### src/rtl/core/qcsh_pkg.sv
`timescale 1ns / 1ps
// ----------------------------------------------------------------------------
// qcsh_pkg
// Shared types and constants for the quadrature counter with stall homing.
// ----------------------------------------------------------------------------
package qcsh_pkg;

  // command carried in the input tuser
  typedef enum logic [1:0] {
    CMD_SAMPLE = 2'd0,
    CMD_TICK   = 2'd1,
    CMD_CHECK  = 2'd2,
    CMD_NONE   = 2'd3
  } cmd_t;

  // configuration register indexes
  typedef enum logic {
    REG_STALL_WINDOW = 1'b0,
    REG_SETTLE_MS    = 1'b1
  } reg_index_t;

  localparam int CFG_DATA_BITS   = 16;
  localparam int WINDOW_BITS     = 8;
  localparam int TIMER_BITS      = 16;

  localparam logic [WINDOW_BITS-1:0] STALL_WINDOW_RESET = 8'd2;
  localparam logic [TIMER_BITS-1:0]  SETTLE_MS_RESET    = 16'd2000;
  localparam logic [TIMER_BITS-1:0]  TIMER_MAX          = 16'hFFFF;

  localparam int COUNT_RESET        = -15000;
  localparam int LAST_CHECKED_RESET = 200;

  // quadrature histories that move the count up
  localparam logic [3:0] HIST_UP_A = 4'd2;
  localparam logic [3:0] HIST_UP_B = 4'd4;
  localparam logic [3:0] HIST_UP_C = 4'd11;
  localparam logic [3:0] HIST_UP_D = 4'd13;

  typedef struct packed {
    logic settle_armed;
    logic homed_now;
    logic calibrated;
  } qcsh_status_t;

  // previous pair in bits 3..2, new pair in bits 1..0
  function automatic logic quad_up(input logic [3:0] hist);
    quad_up = (hist == HIST_UP_A) || (hist == HIST_UP_B) ||
              (hist == HIST_UP_C) || (hist == HIST_UP_D);
  endfunction

endpackage

### src/rtl/core/quadrature_counter_with_stall_homing.sv
`timescale 1ns / 1ps
// ----------------------------------------------------------------------------
// quadrature_counter_with_stall_homing
// One-axis x4 quadrature encoder counter with stall-based homing.
//
//   channel | direction | content
//   --------+-----------+----------------------------------------------------
//   s_*     | in        | tuser: command; tdata: enc_a, enc_b
//   m_*     | out       | tdata: position, calibrated, homed_now, settle_armed
//   cfg_*   | in        | 0 stall_window, 1 settle_ms, write only
//
// one result beat per input beat, one beat per cycle sustained while m_tready stays high
// each beat passes through the input register, then the result register
// a stalled result beat lets one more beat into the input register, then s_tready drops
// rst is synchronous; it clears the axis state and both valid flags
// ----------------------------------------------------------------------------
module quadrature_counter_with_stall_homing #(
  parameter int POSITION_BITS = 24
) (
  input  logic                                        clk,
  input  logic                                        rst,
  input  logic                                        s_tvalid,
  output logic                                        s_tready,
  input  logic [7:0]                                  s_tdata,  // enc_a, enc_b
  input  logic [1:0]                                  s_tuser,  // command
  output logic                                        m_tvalid,
  input  logic                                        m_tready,
  // position, calibrated, homed_now, settle_armed
  output logic [((POSITION_BITS + 10) / 8) * 8 - 1:0] m_tdata,
  input  logic                                        cfg_we,
  input  qcsh_pkg::reg_index_t                        cfg_index,
  input  logic [qcsh_pkg::CFG_DATA_BITS-1:0]          cfg_data
);
  import qcsh_pkg::*;

  localparam int TDATA_BITS = ((POSITION_BITS + 10) / 8) * 8;

  logic [WINDOW_BITS-1:0]   stall_window;
  logic [TIMER_BITS-1:0]    settle_ms;

  logic                     in_valid;
  cmd_t                     in_cmd;
  logic                     in_a;
  logic                     in_b;
  logic                     advance;

  logic                     out_valid;
  logic [POSITION_BITS-1:0] out_position;
  qcsh_status_t             out_status;

  logic [POSITION_BITS-1:0] position_next;
  qcsh_status_t             status_next;

  always_ff @(posedge clk) begin
    if (rst) begin
      stall_window <= STALL_WINDOW_RESET;
      settle_ms    <= SETTLE_MS_RESET;
    end else if (cfg_we) begin
      unique case (cfg_index)
        REG_STALL_WINDOW: stall_window <= cfg_data[WINDOW_BITS-1:0];
        REG_SETTLE_MS:    settle_ms    <= cfg_data[TIMER_BITS-1:0];
        default: begin
        end
      endcase
    end
  end

  assign advance  = in_valid && (!out_valid || m_tready);
  assign s_tready = !in_valid || advance;

  always_ff @(posedge clk) begin
    if (rst) begin
      in_valid <= 1'b0;
    end else if (s_tvalid && s_tready) begin
      in_valid <= 1'b1;
    end else if (advance) begin
      in_valid <= 1'b0;
    end
  end

  always_ff @(posedge clk) begin
    if (s_tvalid && s_tready) begin
      in_cmd <= cmd_t'(s_tuser);
      in_a   <= s_tdata[0];
      in_b   <= s_tdata[1];
    end
  end

  qcsh_core #(
    .POSITION_BITS (POSITION_BITS)
  ) u_core (
    .clk           (clk),
    .rst           (rst),
    .step          (advance),
    .cmd           (in_cmd),
    .enc_a         (in_a),
    .enc_b         (in_b),
    .stall_window  (stall_window),
    .settle_ms     (settle_ms),
    .position_next (position_next),
    .status_next   (status_next)
  );

  always_ff @(posedge clk) begin
    if (rst) begin
      out_valid <= 1'b0;
    end else if (advance) begin
      out_valid <= 1'b1;
    end else if (m_tready) begin
      out_valid <= 1'b0;
    end
  end

  always_ff @(posedge clk) begin
    if (advance) begin
      out_position <= position_next;
      out_status   <= status_next;
    end
  end

  assign m_tvalid = out_valid;
  assign m_tdata  = TDATA_BITS'({out_status.settle_armed, out_status.homed_now,
                                 out_status.calibrated, out_position});

endmodule

### src/rtl/core/qcsh_core.sv
`timescale 1ns / 1ps
// ----------------------------------------------------------------------------
// qcsh_core
// Axis state: x4 quadrature count, settle timer and stall-based homing.
// Gives the result of the presented item and updates state on step.
// ----------------------------------------------------------------------------
module qcsh_core #(
  parameter int POSITION_BITS = 24
) (
  input  logic                                      clk,
  input  logic                                      rst,
  input  logic                                      step,
  input  qcsh_pkg::cmd_t                            cmd,
  input  logic                                      enc_a,
  input  logic                                      enc_b,
  input  logic [qcsh_pkg::WINDOW_BITS-1:0]          stall_window,
  input  logic [qcsh_pkg::TIMER_BITS-1:0]           settle_ms,
  output logic [POSITION_BITS-1:0]                  position_next,
  output qcsh_pkg::qcsh_status_t                    status_next
);
  import qcsh_pkg::*;

  logic [1:0]               prev_ab;
  logic [1:0]               prev_ab_next;
  logic [POSITION_BITS-1:0] count;
  logic [POSITION_BITS-1:0] count_next;
  logic [POSITION_BITS-1:0] last_checked;
  logic [POSITION_BITS-1:0] last_checked_next;
  logic                     armed;
  logic                     armed_next;
  logic [TIMER_BITS-1:0]    elapsed_ms;
  logic [TIMER_BITS-1:0]    elapsed_ms_next;
  logic                     homed;
  logic                     homed_next;

  logic [1:0]               now_ab;
  logic                     count_up;
  logic signed [POSITION_BITS:0] diff;
  logic signed [POSITION_BITS:0] win;
  logic                     in_window;
  logic                     done;

  assign now_ab   = {enc_a, enc_b};
  assign count_up = quad_up({prev_ab, now_ab});

  // full-precision difference so a wrapped count lands far outside the window
  assign diff = $signed({count[POSITION_BITS-1], count}) -
                $signed({last_checked[POSITION_BITS-1], last_checked});
  assign win  = $signed({{(POSITION_BITS + 1 - WINDOW_BITS){1'b0}}, stall_window});
  assign in_window = (diff >= -win) && (diff <= win);

  always_comb begin
    prev_ab_next      = prev_ab;
    count_next        = count;
    last_checked_next = last_checked;
    armed_next        = armed;
    elapsed_ms_next   = elapsed_ms;
    homed_next        = homed;
    done              = 1'b0;
    unique case (cmd)
      CMD_SAMPLE: begin
        if (now_ab != prev_ab) begin
          prev_ab_next = now_ab;
          count_next   = count_up ? count + 1'b1 : count - 1'b1;
        end
      end
      CMD_TICK: begin
        if (armed && (elapsed_ms != TIMER_MAX)) begin
          elapsed_ms_next = elapsed_ms + 1'b1;
        end
      end
      CMD_CHECK: begin
        if (!homed) begin
          if (in_window) begin
            if (!armed) begin
              armed_next      = 1'b1;
              elapsed_ms_next = '0;
            end else if (elapsed_ms >= settle_ms) begin
              count_next = '0;
              homed_next = 1'b1;
              done       = 1'b1;
            end
          end else begin
            armed_next = 1'b0;
          end
          last_checked_next = count_next;
        end
      end
      default: begin
      end
    endcase
  end

  assign position_next            = count_next;
  assign status_next.calibrated   = homed_next;
  assign status_next.homed_now    = done;
  assign status_next.settle_armed = armed_next;

  always_ff @(posedge clk) begin
    if (rst) begin
      prev_ab      <= '0;
      count        <= POSITION_BITS'(COUNT_RESET);
      last_checked <= POSITION_BITS'(LAST_CHECKED_RESET);
      armed        <= 1'b0;
      elapsed_ms   <= '0;
      homed        <= 1'b0;
    end else if (step) begin
      prev_ab      <= prev_ab_next;
      count        <= count_next;
      last_checked <= last_checked_next;
      armed        <= armed_next;
      elapsed_ms   <= elapsed_ms_next;
      homed        <= homed_next;
    end
  end

endmodule

### config.mk
export PLATFORM = sky130hd
export DESIGN_NAME = quadrature_counter_with_stall_homing
export DESIGN_NICKNAME = d
export VERILOG_FILES = /design/src/rtl/core/qcsh_pkg.sv /design/src/rtl/core/quadrature_counter_with_stall_homing.sv /design/src/rtl/core/qcsh_core.sv
export SDC_FILE = /design/constraint.sdc
export NUM_CORES = 1
export LEC_CHECK = 0
export ABC_AREA = 1
export BUFFER_PORTS_ARGS = -buffer_cell sky130_fd_sc_hd__buf_2
export CAP_MARGIN = 10
export CORE_MARGIN = 2
export CORE_UTILIZATION = 35
export CTS_BUF_LIST = sky130_fd_sc_hd__clkbuf_2
export DETAILED_ROUTE_END_ITERATION = 8
export HOLD_SLACK_MARGIN = 0.03
export PLACE_DENSITY_LB_ADDON = 0.12
export SETUP_SLACK_MARGIN = 0.15
export SYNTH_ARGS = -nofsm -noshare
export SYNTH_HDL_FRONTEND = slang
export SYNTH_SLANG_ARGS = --single-unit
### constraint.sdc
create_clock -name clk -period 6.18 [get_ports clk]
set_clock_uncertainty 0.2 [all_clocks]
set_input_delay 1.236 -clock clk [delete_from_list [all_inputs] [get_ports clk]]
set_output_delay 1.236 -clock clk [all_outputs]
set_load 0.005 [all_outputs]
==> results.txt, run 1 <==
Die ar. - 30600 sq um
# DRC - 0
Crit path max fanout - 24
Max Slew Vio Count - 0
Buffers on Ports - 54
Num CTS Buffers - 17
Post-synthesis cell count - 1568
Worst slew pin tran - 1.05 ns
Startpoint types - register
Max-Cap Viols - 0
Avg Cell Area, Syn - 6.52 sq um
Largest net degree at the start of global routing - 64
Post-CTS resize count - 0
Class of the most critical setup path - reg -> reg
Core box area - 28700 sq um
Required @ worst endpoint - 6.49 ns
Reg2reg setup slack - 1.06 ns
R2R depth - 23
Ports - 66
Grt ovf - 0
Clock root buffer - clkbuf_2
Initial drt markers - 642
Fraction of registers with async set/reset - 0%
Post-placement cell count - 1973
Pleak - 0.00542 uW
Clk_lat worst skew - 0.84 ns
Post-Syn Area - 10200 sq um
Pre-antenna DRT Iters - 5
Crit Reg-Reg Endpoint - out_position[6]
First-pass GRT wire length - 46.7 mm
Starting Density - 35.6%
Die height - 175 microns
GPL Wtd Cong - 0.868
DRT antenna net count - 0
Crit end category - register
Final Cycle Share - 82.8%
#FFs+latches synth - 125
Final hold violations - 0
Seq/Total Area, Yosys - 27.5%
Setup Total Neg Slack - 0 ns
Max IR drop VDD - 0.000137 V
R2R Path Start - u_core.count[0]
Yosys top cell area share - 18.4%
Post-CTS setup buffers - 0
Status - finished, final reports clean
Crit. Startpoint - u_core.count[0]
Max Clock Freq - 0.196 GHz
Synth warn - 0
Dominant cells by area after synthesis - dfxtp_1 18%, nand2_1 16%, ha_1 12%
Largest area contributor in the synthesized netlist - dfxtp_1
CTS H-tree depth - 4
DR vias - 9764
Initial antenna violation count - 2
Pwr Total - 2350 uW
RSZ-0062 raised after global routing - false
Via count of the first global-routing pass - 9238
Sink Count - 125
Final net count - 1742
Overall Global Routing Usage - 19.0%
Routed length per instance - 14.1 microns
Clk pin slew, worst setup/hold paths - 0.21 ns
Distinct cell type count after synthesis - 49
Chip Width - 175 microns
Power Dens Cells - 211 nW/um^2
Final HPWL DP - 21.5 mm
Fraction of layout cells with a size suffix above 1 - 8.02%
HP Class - reg -> reg
Relative slew slack - 30.0%
CTS Hold Bufs - 0
Worst path arrival time - 5.43 ns
Final setup fails - 0
Clk buf depth - 2
Cell Count, Final, Fillers Out - 2007
Synthesis-to-layout area growth - 9.07%
Post-Route WL - 28.2 mm
Synth Flop Type - dfxtp_1
Worst Hold Depth - 2
CTS tree - built
Post-synth EDFFs - 31
DR vias/cell - 4.86
Hold_ws - 0.277 ns
Rows - 62
Fin crit period - 5.12 ns
Crit path to - out_position[6]
[synth_stat cells, drive strengths merged, types with 7 or more instances]
cell and n:
a21oi 168, a22oi 8, buf 11, clkbuf 35, dfxtp 94, edfxtp 31, ha 100, inv 257
nand2 437, nand3 109, nand4 25, nor2 100, nor3 21, o211ai 13, o21ai 71, o21bai 7
xor2 25
[where the power goes]
group	total (uW)	internal [uW]	switching, uW	leakage [uW]
sequential	924	887	37.3	0.00106
combinational	769	267	502	0.00419
clock	656	305	351	0.000170
[layer usage]
metal  vias to the layer above  wire length (microns)  GRT usage (%)
li1                       5189                      -              -
met1                      4415                  14000           25.5
met2                       129                  12900           31.6
met3                        29                    871           3.02
met4                         2                    422           5.21
met5                         -                     13              0
[layout make-up]
class,count,area [sq um]
antenna,2,5.00
clock buffer,17,85.1
clock inverter,15,219
fill,3173,17600
inverter,259,972
multi-input combinational,1142,6240
sequential,125,2810
tap,384,480
timing repair buffer,63,338
[placed cells by master, fill, tap and decap left out, drive strengths merged, types with 4 or more instances in the layout]
| cell | count |
|---|---|
| a21oi | 168 |
| a22oi | 8 |
| a2bb2oi | 6 |
| buf | 63 |
| bufinv | 5 |
| clkbuf | 17 |
| clkinv | 7 |
| conb | 5 |
| dfxtp | 94 |
| edfxtp | 31 |
| ha | 100 |
| inv | 259 |
| nand2 | 437 |
| nand3 | 109 |
| nand3b | 4 |
| nand4 | 25 |
| nor2 | 100 |
| nor3 | 21 |
| nor4 | 5 |
| o211ai | 13 |
| o21a | 4 |
| o21ai | 71 |
| o21bai | 7 |
| or2 | 6 |
| xnor2 | 5 |
| xor2 | 25 |
[flip-flops by register name, summed over array words and instances, names as in the netlist]
signal	cells
u_core.count	24
out_position	24
u_core.last_checked	24
in_a	1
m_tvalid	1
in_cmd	2
stall_window	8
settle_ms	16
in_b	1
u_core.homed	1
u_core.prev_ab	2
in_valid	1
m_tdata	3
u_core.elapsed_ms	16
u_core.armed	1
[metrics by stage]
stage | cell area (sq um) | setup slack (ns) | util, %
2_1_floorplan | 10200 | 2.28 | -
3_3_place_gp | 10800 | 1.14 | 37.8
3_5_place_dp | 10800 | 1.08 | 37.8
4_1_cts | 11100 | 1.01 | 38.8
5_1_grt | 11100 | 0.647 | 38.8
6_report | 11100 | 1.06 | 38.8
[cell families (layout without fill, tap and decap cells)]
logic type      after synthesis  in the layout  share of synthesized area (%)
buf+inv                     305            354                           11.6
flops                       125            125                           27.5
simple gates                712            712                           29.7
compound gates              293            293                           15.8
xor+xnor                     30             30                           2.64
other cells                   1              7                         0.0367
fa+ha+maj                   102            102                           12.6
[critical path, cell delays in order (launching register included)]
cell and delay (ns):
dfxtp_1 0.56, inv_1 0.15, ha_1 0.22, inv_1 0.13
fa_1 0.22, nand3_1 0.12, nand3_1 0.20, nand3_1 0.16
nand3_1 0.13, nand4_1 0.09, nand2_1 0.12, xor2_2 0.23
inv_1 0.07, ha_1 0.29, inv_1 0.11, nor3_1 0.06
a221oi_1 0.37, nand3_1 0.13, nand2_1 0.08, nand2_1 0.15
inv_1 0.27, nand4_4 0.43, nand2_1 0.18, nand2_1 0.15
[worst min path at each step]
| stage | end | slack, ns | start |
|---|---|---|---|
| finish | u_core.last_checked[11] | 0.28 | u_core.last_checked[11] |
| global placement | u_core.last_checked[10] | 0.25 | u_core.last_checked[10] |
| floorplan | settle_ms[11] | 0.24 | settle_ms[11] |
| CTS | u_core.last_checked[11] | 0.28 | u_core.last_checked[11] |
| global route | settle_ms[1] | 0.29 | settle_ms[1] |
| detailed placement | u_core.last_checked[11] | 0.26 | u_core.last_checked[11] |
(Power assumes the default switching activity.)
==> run 2: changes to the inputs <==
clock period = 4.35 ns   (was 6.18 ns; I/O delays follow)
==> run 2 against run 1 <==
  * Clock-buffer cell count is 1 higher
  * Utilization grew 4.3 points
  * Cell count is 3.7% higher
  * Flip-flop and latch count is the same
  * Worst setup slack lost 0.74 ns
  * Power increased by 47%
==> results.txt, run 2 (same netlist as run 1, synthesis figures left out) <==
Routed length per instance - 14.7 microns (+4.4%)
Busiest grt layer - met2
Max incr delay on CP - 0.41 ns (-0.15 ns)
HP Class - in -> reg
Core box area - 28700 sq um (unchanged)
Post-Place Worst Slack - 0.0806 ns (-0.995 ns)
Crit path max fanout - 7 (-71%)
Max Clock Freq - 0.248 GHz (+27%)
Status - finished, final reports clean
CTS H-tree depth - 4 (unchanged)
Final net count - 1818 (+4.4%)
GPL Wtd Cong - 0.913 (+5.1%)
Clock root buffer - clkbuf_2
Die height - 175 microns (unchanged)
Fin crit period - 4.02 ns (-1.09 ns)
Post-Route WL - 30.5 mm (+8.3%)
Worst path arrival time - 4.41 ns (-1.02 ns)
Most frequent cells in the layout - 369 x nand2_1, 241 x inv_1, 159 x a21oi_1
Final setup fails - 0 (unchanged)
Final HPWL DP - 22.9 mm (+6.5%)
Num CTS Buffers - 17 (unchanged)
Crit end category - register
Pleak - 0.00587 uW (+8.3%)
Starting Density - 35.6% (unchanged)
Met3 Resource Use GR - 2.44% (-0.59 points)
Max Slew Vio Count - 0 (unchanged)
Fin area - 12400 sq um (+11%)
Buffers on Ports - 54 (unchanged)
Die ar. - 30600 sq um (unchanged)
Final Cycle Share - 92.5% (+9.7 points)
Worst slew pin tran - 1.03 ns (-0.0229 ns)
Ports - 66 (unchanged)
Synthesis-to-layout area growth - 21.1%
Grt ovf - 0 (unchanged)
Clk_lat worst skew - 0.75 ns (-0.09 ns)
Pre-antenna DRT Iters - 5 (unchanged)
Via count of the first global-routing pass - 9334 (+1.0%)
First-pass GRT wire length - 47.5 mm (+1.8%)
DR vias - 10241 (+4.9%)
RSZ-0062 raised after global routing - true
Initial antenna violation count - 1 (-1)
Final setup margin - 0.326 ns (-0.739 ns)
Met1 Use GR - 26.7% (+1.2 points)
Required @ worst endpoint - 4.73 ns (-1.76 ns)
Most common cell after layout, fill and taps aside - nand2_1
Largest net degree at the start of global routing - 63 (-1.6%)
Slowest cell on the critical path - fa_2
Clk pin slew, worst setup/hold paths - 0.24 ns (+0.03 ns)
Fraction of layout cells with a size suffix above 1 - 19.7% (+12 points)
# DRC - 0 (unchanged)
Startpoint types - register
Initial drt markers - 531 (-17%)
Chip Width - 175 microns (unchanged)
Grt met2 use - 32.0% (+0.41 points)
Overall Global Routing Usage - 19.3% (+0.30 points)
Biggest regs - out_position (24), u_core.count (24), u_core.last_checked (24)
Max-Cap Viols - 0 (unchanged)
Final hold violations - 0 (unchanged)
Setup Total Neg Slack - 0 ns (unchanged)
Rows - 62 (unchanged)
Sink Count - 125 (unchanged)
Relative slew slack - 31.5% (+1.5 points)
DR vias/cell - 4.92 (+1.1%)
DRT antenna net count - 0 (unchanged)
Area after DPL - 11300 sq um (+3.9%)
Clk buf depth - 2 (unchanged)
Post-layout util - 43.1% (+4.3 points)
Class of the most critical setup path - reg -> reg
CTS tree - built
Pwr Total - 3450 uW (+47%)
Max IR drop VDD - 0.000124 V (-9.4%)
Power Dens Cells - 279 nW/um^2 (+32%)
run 2: area by class of cell:
class	count	area [sq um]
Timing Repair Buffer	139	1020
Sequential cell	125	2840
Multi-Input combinational cell	1142	6820
Fill cell	3118	16300
Tap cell	384	480
Clock buffer	18	90.1
Antenna cell	2	5.00
Inverter	259	977
Clock inverter	13	139
run 2: power breakdown:
part / switching [uW] / internal [uW]
clock network: 531 / 267
logic: 837 / 516
registers: 35.7 / 1260
run 2: repair_timing:
action	CTS	global route
cloned	0	3
endpoints found under the setup margin	51	93
hold buffers	4	0
gates resized for setup	4	163
hold endpoints to repair	4	0
setup buffers	0	18
pin swaps	0	45
run 2: routing by layer:
| layer | up-vias | part of all wire, % |
|---|---|---|
| li1 | 5356 | - |
| met1 | 4696 | 50 |
| met2 | 165 | 47 |
| met3 | 24 | 2.6 |
| met4 | 0 | 1.3 |
| met5 | - | 0 |
run 2: stage by stage:
| step | hold WS [ns] | cells |
|---|---|---|
| floorplan | 0.235 | 1572 |
| global placement | 0.253 | 2024 |
| detailed placement | 0.256 | 2024 |
| CTS | 0.0804 | 2059 |
| global route | 0.0646 | 2082 |
| finish | 0.137 | 2082 |
run 2: worst max-delay path, delay by kind of cell (launching register included):
family	cells	cell delay, ns
buffers and inverters	7	0.69
XOR/XNOR	1	0.17
flip-flops	1	0.37
AND/OR/NAND/NOR	12	1.31
AO/OA/AOI/OAI	2	0.39
adder cells (fa/ha/maj)	3	0.78
run 2: worst paths after layout:
path,startpoint,endpoint,slack [ns],depth (start not counted)
hold reg to reg,u_core.last_checked[10],u_core.last_checked[10],0.27,2
hold / removal,cfg_data[9],settle_ms[9],0.14,3
setup / recovery,u_core.count[0],u_core.elapsed_ms[14],0.33,25
setup reg to reg,u_core.count[0],u_core.elapsed_ms[14],0.33,25
==> run 3: changes to the inputs <==
CORE_UTILIZATION = 40   (was 35)
==> run 3 against run 2 <==
  * Via count down 1.3%
  * Register-to-register slack better by 0.03 ns
  * Hold slack worse by 0.015 ns
  * Utilization up 4.4 points
  * Power down 2.1%
  * Largest cell class unchanged
  * Largest power group is now registers
  * Highest routed layer unchanged
==> results.txt, run 3 (same netlist as run 1, synthesis figures left out) <==
Status - finished, final reports clean
Clock power share - 24.0% (+0.9 points)
Reg2reg setup slack - 0.35 ns (+0.03 ns)
Most frequent cells in the layout - 410 x nand2_1, 241 x inv_1, 162 x a21oi_1
CTS H-tree depth - 4 (unchanged)
Final Cycle Share - 91.9% (-0.59 points)
GPL Wtd Cong - 0.918 (+0.56%)
Relative slew slack - 31.3% (-0.22 points)
Buffers on Ports - 54 (unchanged)
DR vias - 10108 (-1.3%)
Biggest regs - out_position (24), u_core.count (24), u_core.last_checked (24)
Highest routed layer - met4
Max IR drop VDD - 0.000125 V (+1.2%)
Pleak - 0.00575 uW (-2.1%)
Final hold violations - 0 (unchanged)
Crit. Startpoint - u_core.last_checked[12]
Combinational power share - 37.5% (-1.7 points)
Clock root buffer - clkbuf_2
Die ar. - 26800 sq um (-12%)
Post-Place Worst Slack - 0.0994 ns (+0.0188 ns)
Crit path max fanout - 5 (-2)
Pwr Total - 3380 uW (-2.1%)
Num CTS Buffers - 17 (unchanged)
Clk pin slew, worst setup/hold paths - 0.28 ns (+0.04 ns)
Worst path arrival time - 4.39 ns (-0.02 ns)
Chip Width - 164 microns (-6.3%)
Crit end category - register
Clk_lat worst skew - 0.77 ns (+0.02 ns)
Fraction of layout cells with a size suffix above 1 - 15.9% (-3.8 points)
Max Clock Freq - 0.250 GHz (+0.64%)
Post-Route WL - 28.7 mm (-6.2%)
Startpoint types - register
Final net count - 1802 (-0.88%)
Pre-antenna DRT Iters - 7 (+2)
DR WL met3 - 911 microns (+15%)
Switching Fraction - 40.0% (-0.71 points)
Rows - 58 (-6.5%)
Initial drt markers - 591 (+11%)
Post-placement cell count - 1964 (-3.0%)
Final setup fails - 0 (unchanged)
Most common cell after layout, fill and taps aside - nand2_1
Via count of the first global-routing pass - 9184 (-1.6%)
Largest net degree at the start of global routing - 63 (unchanged)
Ports - 66 (unchanged)
Switch Pwr - 1350 uW (-3.8%)
Synthesis-to-layout area growth - 16.8%
# DRC - 0 (unchanged)
DRT antenna net count - 0 (unchanged)
Hold Path Origin - cfg_data[10]
Class of the most critical setup path - reg -> reg
Power Dens Cells - 283 nW/um^2 (+1.6%)
Met2 WL - 13.2 mm (-7.2%)
Sequential power share - 38.4% (+0.8 points)
Sink Count - 125 (unchanged)
CTS tree - built
Routed length per instance - 14.2 microns (-2.9%)
Starting Density - 40.7% (+5.1 points)
DR vias/cell - 5.02 (+2.1%)
Fin crit period - 4.00 ns (-0.0257 ns)
M1 wire length - 14.1 mm (-6.8%)
R2R Path Start - u_core.last_checked[12]
RSZ-0062 raised after global routing - false
Final setup margin - 0.351 ns (+0.0257 ns)
Max-Cap Viols - 0 (unchanged)
Clk buf depth - 2 (unchanged)
Overall Global Routing Usage - 21.3% (+2.0 points)
First-pass GRT wire length - 45.6 mm (-4.1%)
Initial antenna violation count - 1 (unchanged)
Die height - 164 microns (-6.3%)
Setup Total Neg Slack - 0 ns (unchanged)
Cell Count, Final, Fillers Out - 2012 (-3.4%)
Pint - 2030 uW (-0.89%)
# fillers - 2666 (-14%)
Max Slew Vio Count - 0 (unchanged)
Grt ovf - 0 (unchanged)
Worst slew pin tran - 1.03 ns (+0.00329 ns)
Required @ worst endpoint - 4.74 ns (about the same)
Final HPWL DP - 21.6 mm (-5.4%)
HP Class - in -> reg
Core box area - 25100 sq um (-13%)
run 3: cell count changes in the layout (fill, tap and decap cells not counted), sizes merged:
cell and change:
buf -16, inv -1, clkinvlp +1, diode -1, nand2 +1
run 3: worst paths after layout:
kind	to	cells past startpoint
worst min register to register	settle_ms[11]	2
worst max-delay path	u_core.elapsed_ms[8]	23
worst min-delay path	settle_ms[10]	3
worst max register to register	u_core.elapsed_ms[8]	23
run 3: layer usage:
metal / track usage (%) / vias up
met5: 0 / -
met4: 5.78 / 0
met3: 2.73 / 29
met2: 35.4 / 176
met1: 29.0 / 4579
li1: - / 5324
run 3: critical path, cell delays in order (launching register included):
cell	delay [ns]
dfxtp_2	0.39
inv_1	0.04
ha_1	0.30
buf_4	0.16
nand2_2	0.11
inv_1	0.05
a21oi_1	0.19
inv_1	0.06
a21oi_1	0.16
nand3b_1	0.09
nand2_1	0.10
inv_1	0.05
ha_1	0.27
nand4_1	0.14
nor4_2	0.33
nand3_1	0.14
nand4_1	0.17
nand2_4	0.10
inv_4	0.09
buf_4	0.13
nand3b_4	0.19
buf_12	0.20
nand3_1	0.06
a21oi_1	0.09
run 3: power groups by stage:
stage                     sequential, uW  clock, uW  combinational (uW)
final                               1300        812                1270
after global routing                1300        881                1440
after CTS                           1290        832                1180
after detailed placement            1320          0                1170
after global placement              1320          0                1150
after floorplan                     1320          0                 814
run 3: final cells by class:
type | count | area, sq um | area share (%)
Antenna cell | 1 | 2.50 | 0.0210
Multi-Input combinational cell | 1143 | 6590 | 55.2
Tap cell | 330 | 413 | 3.46
Timing Repair Buffer | 122 | 870 | 7.29
Clock buffer | 19 | 95.1 | 0.797
Clock inverter | 13 | 160 | 1.34
Inverter | 259 | 975 | 8.17
Sequential cell | 125 | 2830 | 23.7
run 3: metrics by stage:
stage                     instance area (sq um)  utilization [%]  hold WS (ns)
final                                     11900             47.5         0.121
after floorplan                           10200                -         0.235
after global routing                      11900             47.5        0.0524
after CTS                                 11500             45.7        0.0556
after global placement                    11200             44.4         0.252
after detailed placement                  11200             44.4         0.255
run 3: timing repair:
| action | 4_1_cts | 5_1_grt |
|---|---|---|
| setup endpoints to repair | 37 | 92 |
| hold buffers | 4 | 0 |
| pin swaps | 0 | 25 |
| resized for setup | 3 | 97 |
| cloned | 0 | 2 |
| buffers inserted | 0 | 9 |
| endpoints found under the hold margin | 4 | 0 |
